<file path="config.mk">
export PLATFORM = sky130hd
export DESIGN_NAME = ordered_list_engine_core
export DESIGN_NICKNAME = d
export VERILOG_FILES = /design/src/rtl/ole_pkg.sv /design/src/rtl/ole_ram.sv /design/src/rtl/ordered_list_engine_core.sv
export SDC_FILE = /design/constraint.sdc
export NUM_CORES = 2
export LEC_CHECK = 0
export BUFFER_PORTS_ARGS = -buffer_cell sky130_fd_sc_hd__buf_4
export CELL_PAD_IN_SITES_DETAIL_PLACEMENT = 0
export CELL_PAD_IN_SITES_GLOBAL_PLACEMENT = 1
export CORE_ASPECT_RATIO = 1.1
export CORE_MARGIN = 1.5
export CORE_UTILIZATION = 45
export CTS_BUF_LIST = sky130_fd_sc_hd__clkbuf_8
export CTS_CLUSTER_SIZE = 20
export DETAILED_ROUTE_END_ITERATION = 7
export PLACE_DENSITY_LB_ADDON = 0.1
export SYNTH_ARGS = -nofsm -noshare
export SYNTH_HDL_FRONTEND = slang
export SYNTH_SLANG_ARGS = --single-unit
</file>
<file path="constraint.sdc">
create_clock -name i_clk -period 5.7 [get_ports i_clk]
set_input_delay 0.855 -clock i_clk [delete_from_list [all_inputs] [get_ports i_clk]]
set_output_delay 0.855 -clock i_clk [all_outputs]
set_load 0.005 [all_outputs]
</file>
<file path="src/rtl/ole_pkg.sv">
// package for ordered list engine: opcodes, status codes, sizes, fsm states
// no dependencies
`timescale 1ns / 1ps
package ole_pkg;
    localparam int CAPACITY = 32;
    localparam int AW = $clog2(CAPACITY);
    localparam int CW = $clog2(CAPACITY + 1);
    localparam int MAX_RESULTS = 32;

    typedef enum logic [2:0] {
        OP_INS_FRONT = 3'd0,
        OP_INS_BACK  = 3'd1,
        OP_INS_AFTER = 3'd2,
        OP_DEL_FRONT = 3'd3,
        OP_DEL_BACK  = 3'd4,
        OP_DEL_VALUE = 3'd5,
        OP_SEARCH    = 3'd6,
        OP_DUMP      = 3'd7
    } t_opcode;

    typedef enum logic [1:0] {
        ST_OK        = 2'd0,
        ST_EMPTY     = 2'd1,
        ST_NOT_FOUND = 2'd2,
        ST_FULL      = 2'd3
    } t_status;

    typedef enum logic [2:0] {
        S_IDLE,
        S_FIND,
        S_SHIFT_UP,
        S_SHIFT_DN,
        S_SCAN,
        S_EMIT
    } t_state;

    typedef struct packed {
        logic            we;
        logic [AW-1:0]   waddr;
        logic [31:0]     wdata;
        logic [AW-1:0]   raddr;
    } t_mem_req;
endpackage

</file>
<file path="src/rtl/ole_ram.sv">
// single-port-write, single-port-read entry store with a registered read port
// uses ole_pkg
`timescale 1ns / 1ps
module ole_ram (
    input  logic              i_clk,
    input  ole_pkg::t_mem_req i_req,
    output logic [31:0]       o_rdata
);
    logic [31:0] r_mem [ole_pkg::CAPACITY];

    always_ff @(posedge i_clk) begin
        if (i_req.we) begin
            r_mem[i_req.waddr] <= i_req.wdata;
        end
        o_rdata <= r_mem[i_req.raddr];
    end
endmodule

</file>
<file path="src/rtl/ordered_list_engine_core.sv">
// ordered list engine top level: sequencer around the entry store
// uses ole_pkg and ole_ram
// search/dump results leave at most one item per cycle
// takes one input item at a time; the next is accepted only after the last result is taken
// shifts walk the store one entry per cycle through its read port; scans do so while the output is free
// reset empties the list at once; the store contents need no clearing
`timescale 1ns / 1ps
module ordered_list_engine_core (
    input  logic        i_clk,
    input  logic        i_rst_n,
    input  logic        s_axis_tvalid,
    output logic        s_axis_tready,
    // [2:0] opcode, [34:3] operand_value, [66:35] anchor_value, zero fill
    input  logic [71:0] s_axis_tdata,
    output logic        m_axis_tvalid,
    input  logic        m_axis_tready,
    // [1:0] status, [33:2] entry_value, [38:34] entry_position, zero fill
    output logic [39:0] m_axis_tdata,
    output logic        m_axis_tlast
);
    localparam int AW = ole_pkg::AW;
    localparam int CW = ole_pkg::CW;
    localparam int MAX_RES = ole_pkg::MAX_RESULTS;

    ole_pkg::t_state   r_state, n_state;
    ole_pkg::t_opcode  r_op, n_op;
    logic [31:0]       r_val, n_val, r_anc, n_anc;
    logic [CW-1:0]     r_count, n_count;
    logic [CW-1:0]     r_idx, n_idx;
    logic [CW-1:0]     r_tgt, n_tgt;
    logic              r_rd, n_rd;
    logic [AW-1:0]     r_rdpos, n_rdpos;
    logic [CW-1:0]     r_nres, n_nres;
    logic              r_ovalid, n_ovalid;
    logic [1:0]        r_ost, n_ost;
    logic [31:0]       r_oval, n_oval;
    logic [4:0]        r_opos, n_opos;
    logic              r_olast, n_olast;
    logic              r_pend, n_pend;
    logic [1:0]        r_pst, n_pst;
    logic [31:0]       r_pval, n_pval;
    logic [4:0]        r_ppos, n_ppos;
    ole_pkg::t_mem_req w_req;
    logic [31:0]       w_rdata;
    logic              w_in_acc, w_out_free;

    ole_ram u_ram (.i_clk(i_clk), .i_req(w_req), .o_rdata(w_rdata));

    assign s_axis_tready = (r_state == ole_pkg::S_IDLE) && !r_ovalid;
    assign w_in_acc      = s_axis_tvalid && s_axis_tready;
    assign w_out_free    = !r_ovalid || m_axis_tready;
    assign m_axis_tvalid = r_ovalid;
    assign m_axis_tlast  = r_olast;
    assign m_axis_tdata  = {1'b0, r_opos, r_oval, r_ost};

    always_ff @(posedge i_clk) begin
        if (!i_rst_n) begin
            r_state  <= ole_pkg::S_IDLE;
            r_count  <= '0;
            r_ovalid <= 1'b0;
            r_rd     <= 1'b0;
            r_pend   <= 1'b0;
        end else begin
            r_state  <= n_state;
            r_count  <= n_count;
            r_ovalid <= n_ovalid;
            r_rd     <= n_rd;
            r_pend   <= n_pend;
        end
        r_op <= n_op; r_val <= n_val; r_anc <= n_anc; r_idx <= n_idx;
        r_tgt <= n_tgt; r_rdpos <= n_rdpos; r_nres <= n_nres;
        r_ost <= n_ost; r_oval <= n_oval; r_opos <= n_opos; r_olast <= n_olast;
        r_pst <= n_pst; r_pval <= n_pval; r_ppos <= n_ppos;
    end

    always_comb begin
        n_state = r_state; n_op = r_op; n_val = r_val; n_anc = r_anc;
        n_count = r_count; n_idx = r_idx; n_tgt = r_tgt; n_rd = 1'b0;
        n_rdpos = r_rdpos; n_nres = r_nres;
        n_ovalid = r_ovalid && !m_axis_tready;
        n_ost = r_ost; n_oval = r_oval; n_opos = r_opos; n_olast = r_olast;
        n_pend = r_pend; n_pst = r_pst; n_pval = r_pval; n_ppos = r_ppos;
        w_req = '{we: 1'b0, waddr: '0, wdata: r_val, raddr: r_idx[AW-1:0]};
        case (r_state)
            ole_pkg::S_IDLE: begin
                if (w_in_acc) begin
                    n_op  = ole_pkg::t_opcode'(s_axis_tdata[2:0]);
                    n_val = s_axis_tdata[34:3];
                    n_anc = s_axis_tdata[66:35];
                    n_idx = '0;
                    n_nres = '0;
                    n_ovalid = 1'b1; n_ost = ole_pkg::ST_OK; n_oval = '0;
                    n_opos = '0; n_olast = 1'b1;
                    case (ole_pkg::t_opcode'(s_axis_tdata[2:0]))
                        ole_pkg::OP_INS_FRONT, ole_pkg::OP_INS_BACK,
                        ole_pkg::OP_INS_AFTER: begin
                            if (r_count >= CW'(ole_pkg::CAPACITY)) begin
                                n_ost = ole_pkg::ST_FULL;
                            end else if (s_axis_tdata[2:0] == ole_pkg::OP_INS_FRONT) begin
                                n_ovalid = 1'b0; n_tgt = '0;
                                n_idx = r_count; n_state = ole_pkg::S_SHIFT_UP;
                            end else if (s_axis_tdata[2:0] == ole_pkg::OP_INS_BACK
                                         || r_count == '0) begin
                                n_ovalid = 1'b0; n_tgt = r_count;
                                n_idx = r_count; n_state = ole_pkg::S_SHIFT_UP;
                            end else begin
                                n_ovalid = 1'b0; n_state = ole_pkg::S_FIND;
                            end
                        end
                        ole_pkg::OP_DEL_FRONT, ole_pkg::OP_DEL_BACK,
                        ole_pkg::OP_DEL_VALUE: begin
                            if (r_count == '0) begin
                                n_ost = ole_pkg::ST_EMPTY;
                            end else if (s_axis_tdata[2:0] == ole_pkg::OP_DEL_BACK) begin
                                n_count = r_count - 1'b1;
                            end else if (s_axis_tdata[2:0] == ole_pkg::OP_DEL_FRONT) begin
                                n_ovalid = 1'b0; n_idx = '0;
                                n_state = ole_pkg::S_SHIFT_DN;
                            end else begin
                                n_ovalid = 1'b0; n_state = ole_pkg::S_FIND;
                            end
                        end
                        ole_pkg::OP_SEARCH: begin
                            if (r_count == '0) begin
                                n_ost = ole_pkg::ST_NOT_FOUND;
                            end else begin
                                n_ovalid = 1'b0; n_pend = 1'b0;
                                n_state = ole_pkg::S_SCAN;
                            end
                        end
                        default: begin
                            if (r_count == '0) begin
                                n_ost = ole_pkg::ST_EMPTY;
                            end else begin
                                n_ovalid = 1'b0; n_pend = 1'b0;
                                n_state = ole_pkg::S_SCAN;
                            end
                        end
                    endcase
                end
            end
            ole_pkg::S_FIND: begin
                // issue reads in order; check each read's data in the cycle after it is issued
                if (r_rd && w_rdata == ((r_op == ole_pkg::OP_INS_AFTER) ? r_anc : r_val)) begin
                    if (r_op == ole_pkg::OP_INS_AFTER) begin
                        n_tgt = CW'(r_rdpos) + 1'b1; n_idx = r_count;
                        n_state = ole_pkg::S_SHIFT_UP;
                    end else begin
                        n_idx = CW'(r_rdpos); n_state = ole_pkg::S_SHIFT_DN;
                    end
                end else if (r_idx < r_count) begin
                    w_req.raddr = r_idx[AW-1:0];
                    n_rd = 1'b1; n_rdpos = r_idx[AW-1:0]; n_idx = r_idx + 1'b1;
                end else if (!r_rd) begin
                    n_ovalid = 1'b1; n_ost = ole_pkg::ST_NOT_FOUND; n_oval = '0;
                    n_opos = '0; n_olast = 1'b1; n_state = ole_pkg::S_IDLE;
                end
            end
            ole_pkg::S_SHIFT_UP: begin
                // r_idx is the slot being written; read idx-1, write next cycle
                if (r_rd) begin
                    w_req.we = 1'b1; w_req.waddr = r_idx[AW-1:0]; w_req.wdata = w_rdata;
                end
                if (r_rd || r_idx == r_tgt) begin
                    if (r_rd && r_idx - 1'b1 == r_tgt) begin
                        n_idx = r_idx - 1'b1;
                    end else if (!r_rd && r_idx == r_tgt) begin
                        w_req.we = 1'b1; w_req.waddr = r_idx[AW-1:0];
                        w_req.wdata = r_val;
                        n_count = r_count + 1'b1; n_ovalid = 1'b1;
                        n_ost = ole_pkg::ST_OK; n_oval = '0; n_opos = '0;
                        n_olast = 1'b1; n_state = ole_pkg::S_IDLE;
                    end else begin
                        n_idx = r_idx - 1'b1;
                        w_req.raddr = AW'(r_idx - 2'd2); n_rd = 1'b1;
                    end
                end else begin
                    w_req.raddr = AW'(r_idx - 1'b1); n_rd = 1'b1;
                end
            end
            ole_pkg::S_SHIFT_DN: begin
                // r_idx is the slot being written from idx+1
                if (r_rd) begin
                    w_req.we = 1'b1; w_req.waddr = r_idx[AW-1:0]; w_req.wdata = w_rdata;
                    n_idx = r_idx + 1'b1;
                end
                if ((r_rd ? r_idx + 2'd2 : r_idx + 1'b1) < r_count) begin
                    w_req.raddr = AW'(r_rd ? r_idx + 2'd2 : r_idx + 1'b1);
                    n_rd = 1'b1;
                end else begin
                    n_count = r_count - 1'b1; n_ovalid = 1'b1;
                    n_ost = ole_pkg::ST_OK; n_oval = '0; n_opos = '0;
                    n_olast = 1'b1; n_state = ole_pkg::S_EMIT;
                end
            end
            ole_pkg::S_SCAN: begin
                // one read per cycle while the output is free; a hit waits in r_p* until the next hit or end
                if (w_out_free) begin
                    if (r_rd && (r_op == ole_pkg::OP_DUMP || w_rdata == r_val)
                        && r_nres < CW'(MAX_RES)) begin
                        if (r_pend) begin
                            n_ovalid = 1'b1; n_ost = r_pst; n_oval = r_pval;
                            n_opos = r_ppos; n_olast = 1'b0;
                        end
                        n_pend = 1'b1; n_pst = ole_pkg::ST_OK; n_pval = w_rdata;
                        n_ppos = 5'(r_rdpos); n_nres = r_nres + 1'b1;
                    end
                    if (r_idx < r_count) begin
                        w_req.raddr = r_idx[AW-1:0]; n_rd = 1'b1;
                        n_rdpos = r_idx[AW-1:0]; n_idx = r_idx + 1'b1;
                    end else if (!r_rd) begin
                        n_ovalid = 1'b1; n_olast = 1'b1; n_state = ole_pkg::S_IDLE;
                        if (r_pend) begin
                            n_ost = r_pst; n_oval = r_pval; n_opos = r_ppos;
                        end else begin
                            n_ost = ole_pkg::ST_NOT_FOUND; n_oval = '0; n_opos = '0;
                        end
                    end
                end else begin
                    n_rd = r_rd;
                    if (r_rd) begin
                        w_req.raddr = r_rdpos;
                    end
                end
            end
            default: begin
                n_state = ole_pkg::S_IDLE;
            end
        endcase
    end

    a_count_le_cap: assert property (@(posedge i_clk) disable iff (!i_rst_n)
        r_count <= CW'(ole_pkg::CAPACITY)) else $error("count above capacity");
    a_no_acc_busy: assert property (@(posedge i_clk) disable iff (!i_rst_n)
        (r_state != ole_pkg::S_IDLE) |-> !s_axis_tready) else $error("ready while busy");
    a_out_hold: assert property (@(posedge i_clk) disable iff (!i_rst_n)
        (r_ovalid && !m_axis_tready) |=> (r_ovalid && $stable(m_axis_tdata)))
        else $error("output dropped");
    a_wr_in_range: assert property (@(posedge i_clk) disable iff (!i_rst_n)
        w_req.we |-> (CW'(w_req.waddr) <= r_count)) else $error("write past end");
endmodule

</file>
==> run summary <==
Area Overhead vs Synth = 14.1%
Final setup fails = 0
Setup TNS Final = 0 ns
Slew Limit Headroom = 32.2%
First-pass GRT wire length = 183 mm
Initial Util = 45.3%
Vias per inst = 5.80
Placed Area = 0.0526 mm^2
R2R Setup Slk = 0.58 ns
Fmax = 195 MHz
Die ar. = 0.112 mm^2
Number of global-route vias before repair = 25900
Vias = 25000
Largest net degree at the start of global routing = 50
CTS root buf = clkbuf_8
Row cnt = 127
Ys async rst share = 0%
Final setup margin = 0.583 ns
Tot GR Track Use = 23.1%
Worst vdd ir = 369 uV
Most frequent cells in the layout = edfxtp_1 (1191), mux4_2 (254), clkbuf_8 (222)
Final wirelength = 128 mm
Power density cells = 582 mW/mm^2
Status = completed
Number of setup buffers added after CTS = 0
Routability congestion estimate = 0.829
Syn. warnings = 0
Crit Path Max Fanout = 28
Post-synthesis sequential area ratio = 74.3%
# resized after CTS = 0
Utilization after layout = 51.7%
Hold Crit Start = s_axis_tdata[50]
Worst EP arrival = 5.84 ns
Maximum clock insertion buffer count = 3
I/O pin count = 119
P_leak = 18.5 nW
Layout cells sized above 1 = 28.0%
CP startpoint kind = flop
Mapped Area = 0.0493 mm^2
Clk_skew = 0.0307 ns
TritonRoute pass-1 iters = 5
Die span in x = 319 um
Crit Path Category = flop to flop
Clock-pin slew on the worst setup and hold paths = 0.06 ns
Yosys cell types = 70
Hold Vio Cnt, Final = 0
Sink Count = 1235
Commonest non-fill, non-tap cell in the layout = edfxtp_1
Final hold slack = 0.157 ns
Die Height = 350 um
Initial antenna violation count = 4
DRC errors left = 0
Core Region = 0.109 mm^2
Max-cap violation count = 0
Total CTS buffers = 196
Primary FF master, synth = edfxtp_1
Mapped Nets = 2531
R2R depth = 14
Detailed placement HPWL = 73.5 mm
Hold crit path type = input port to flop
Worst slack at placement = 0.625 ns
Critical Path RT = 6.42 ns
Antenna-violating nets left = 0
Reg2Reg Launch Point = r_idx[0]
Hold-fix buffers, CTS = 0
Hold Path Depth = 1
Reg2reg end = u_ram.o_rdata[15]
Crit. End Element = flop
Number of synthesized flops with an enable pin = 1191
Worst slew pin tran = 1.01 ns
Final instance area = 0.0563 mm^2
Initial DRC count = 2521
RSZ-0062 raised after global routing = false
Grt ovf = 0
Fin crit share = 89.8%
# port buffers = 112
DR WL/cell = 29.8 um
Cells after synthesis = 2432
Synth Area per Inst = 20.3 um^2
Hold endpoint = r_anc[15]
Worst skew pair latency = 0.88 ns
Slew Limit Fails = 0
#FFs+latches synth = 1235
Fin nets = 2820
CTS tree = done
Min Tclk post-route = 5.12 ns
CTS H-tree depth = 4
per-layer routing:
layer	vias up	track usage, %	routed length (um)
li1	10700	-	-
met1	13200	30.5	52900
met2	903	38.2	63100
met3	212	4.96	8450
met4	4	8.09	3620
met5	-	0.641	115
through the flow:
step | cells | power, mW
CTS | 4299 | 33.2
finish | 4300 | 32.8
floorplan | 2432 | 21.5
global placement | 3942 | 25.9
detailed placement | 3942 | 26.1
global route | 4300 | 34.4
sequential cells by signal, indices dropped and copies added, names as in the netlist, 6 cells and up:
name	count
r_oval	32
r_val	32
r_count	6
u_ram.r_mem	1024
u_ram.o_rdata	32
r_pval	32
r_idx	6
r_anc	32
r_tgt	6
r_nres	6
worst max path at each step:
stage	from	end	slack, ns	depth (start not counted)
after global routing	r_idx[2]	u_ram.o_rdata[23]	0.30	17
after global placement	r_idx[0]	u_ram.o_rdata[23]	0.65	15
after floorplan	r_idx[3]	m_axis_tlast	1.19	11
after CTS	r_idx[0]	u_ram.o_rdata[23]	0.59	15
after detailed placement	r_idx[0]	u_ram.o_rdata[23]	0.62	15
final	r_idx[0]	u_ram.o_rdata[15]	0.58	14
Yosys cell counts (16+ instances only):
master | n | share of area (%)
clkbuf_1 | 40 | 0.30
edfxtp_1 | 1191 | 72
a21oi_1 | 32 | 0.32
ha_1 | 22 | 0.56
o21ai_0 | 40 | 0.41
a221oi_1 | 34 | 0.60
buf_4 | 24 | 0.37
a22o_1 | 68 | 1.2
mux2i_1 | 172 | 3.5
xnor2_1 | 75 | 1.3
xor2_1 | 21 | 0.37
mux2_2 | 36 | 0.82
nor4_1 | 16 | 0.20
buf_2 | 36 | 0.37
mux4_2 | 254 | 12
nand2_1 | 43 | 0.33
dfxtp_1 | 44 | 1.8
nor2_1 | 85 | 0.65
cell families after synthesis:
family                   count (synthesis)  share of synthesized area (%)
flip-flops                            1235                           74.3
multiplexers                           462                           15.9
AO/OA/AOI/OAI                          244                           3.72
AND/OR/NAND/NOR                        230                           2.25
buffers and inverters                  140                           1.49
XOR/XNOR                                97                           1.76
adder cells (fa/ha/maj)                 23                          0.598
other                                    1                        0.00760
critical path, stage by stage, from the launching register on:
cell and delay, ns:
edfxtp_1 0.58, ha_1 0.37, xnor2_1 0.14, o21ai_0 0.49, ha_1 0.35, and4_1 0.23, o21ai_0 0.10, a31oi_1 0.15
nor2b_1 0.15, o32ai_1 0.32, a2bb2o_4 0.50, buf_12 0.31, mux4_2 0.55, mux2i_1 0.44, a221oi_1 0.21
power by group:
part	internal [mW]	switching (mW)	leakage, nW
logic	6.18	7.34	5.19
registers	11.4	0.725	11.2
clock network	3.63	3.44	2.17
final cells by class:
cell class | instances | area (um^2)
Inverter | 15 | 56.3
Clock inverter | 135 | 618
Antenna cell | 1 | 2.50
Sequential cell | 1235 | 36600
Clock buffer | 222 | 3060
Multi-Input combinational cell | 1057 | 12300
Fill cell | 8697 | 52500
Tap cell | 1419 | 1780
Timing Repair Buffer | 216 | 1880
No activity file was read; power rests on OpenSTA's default activity.
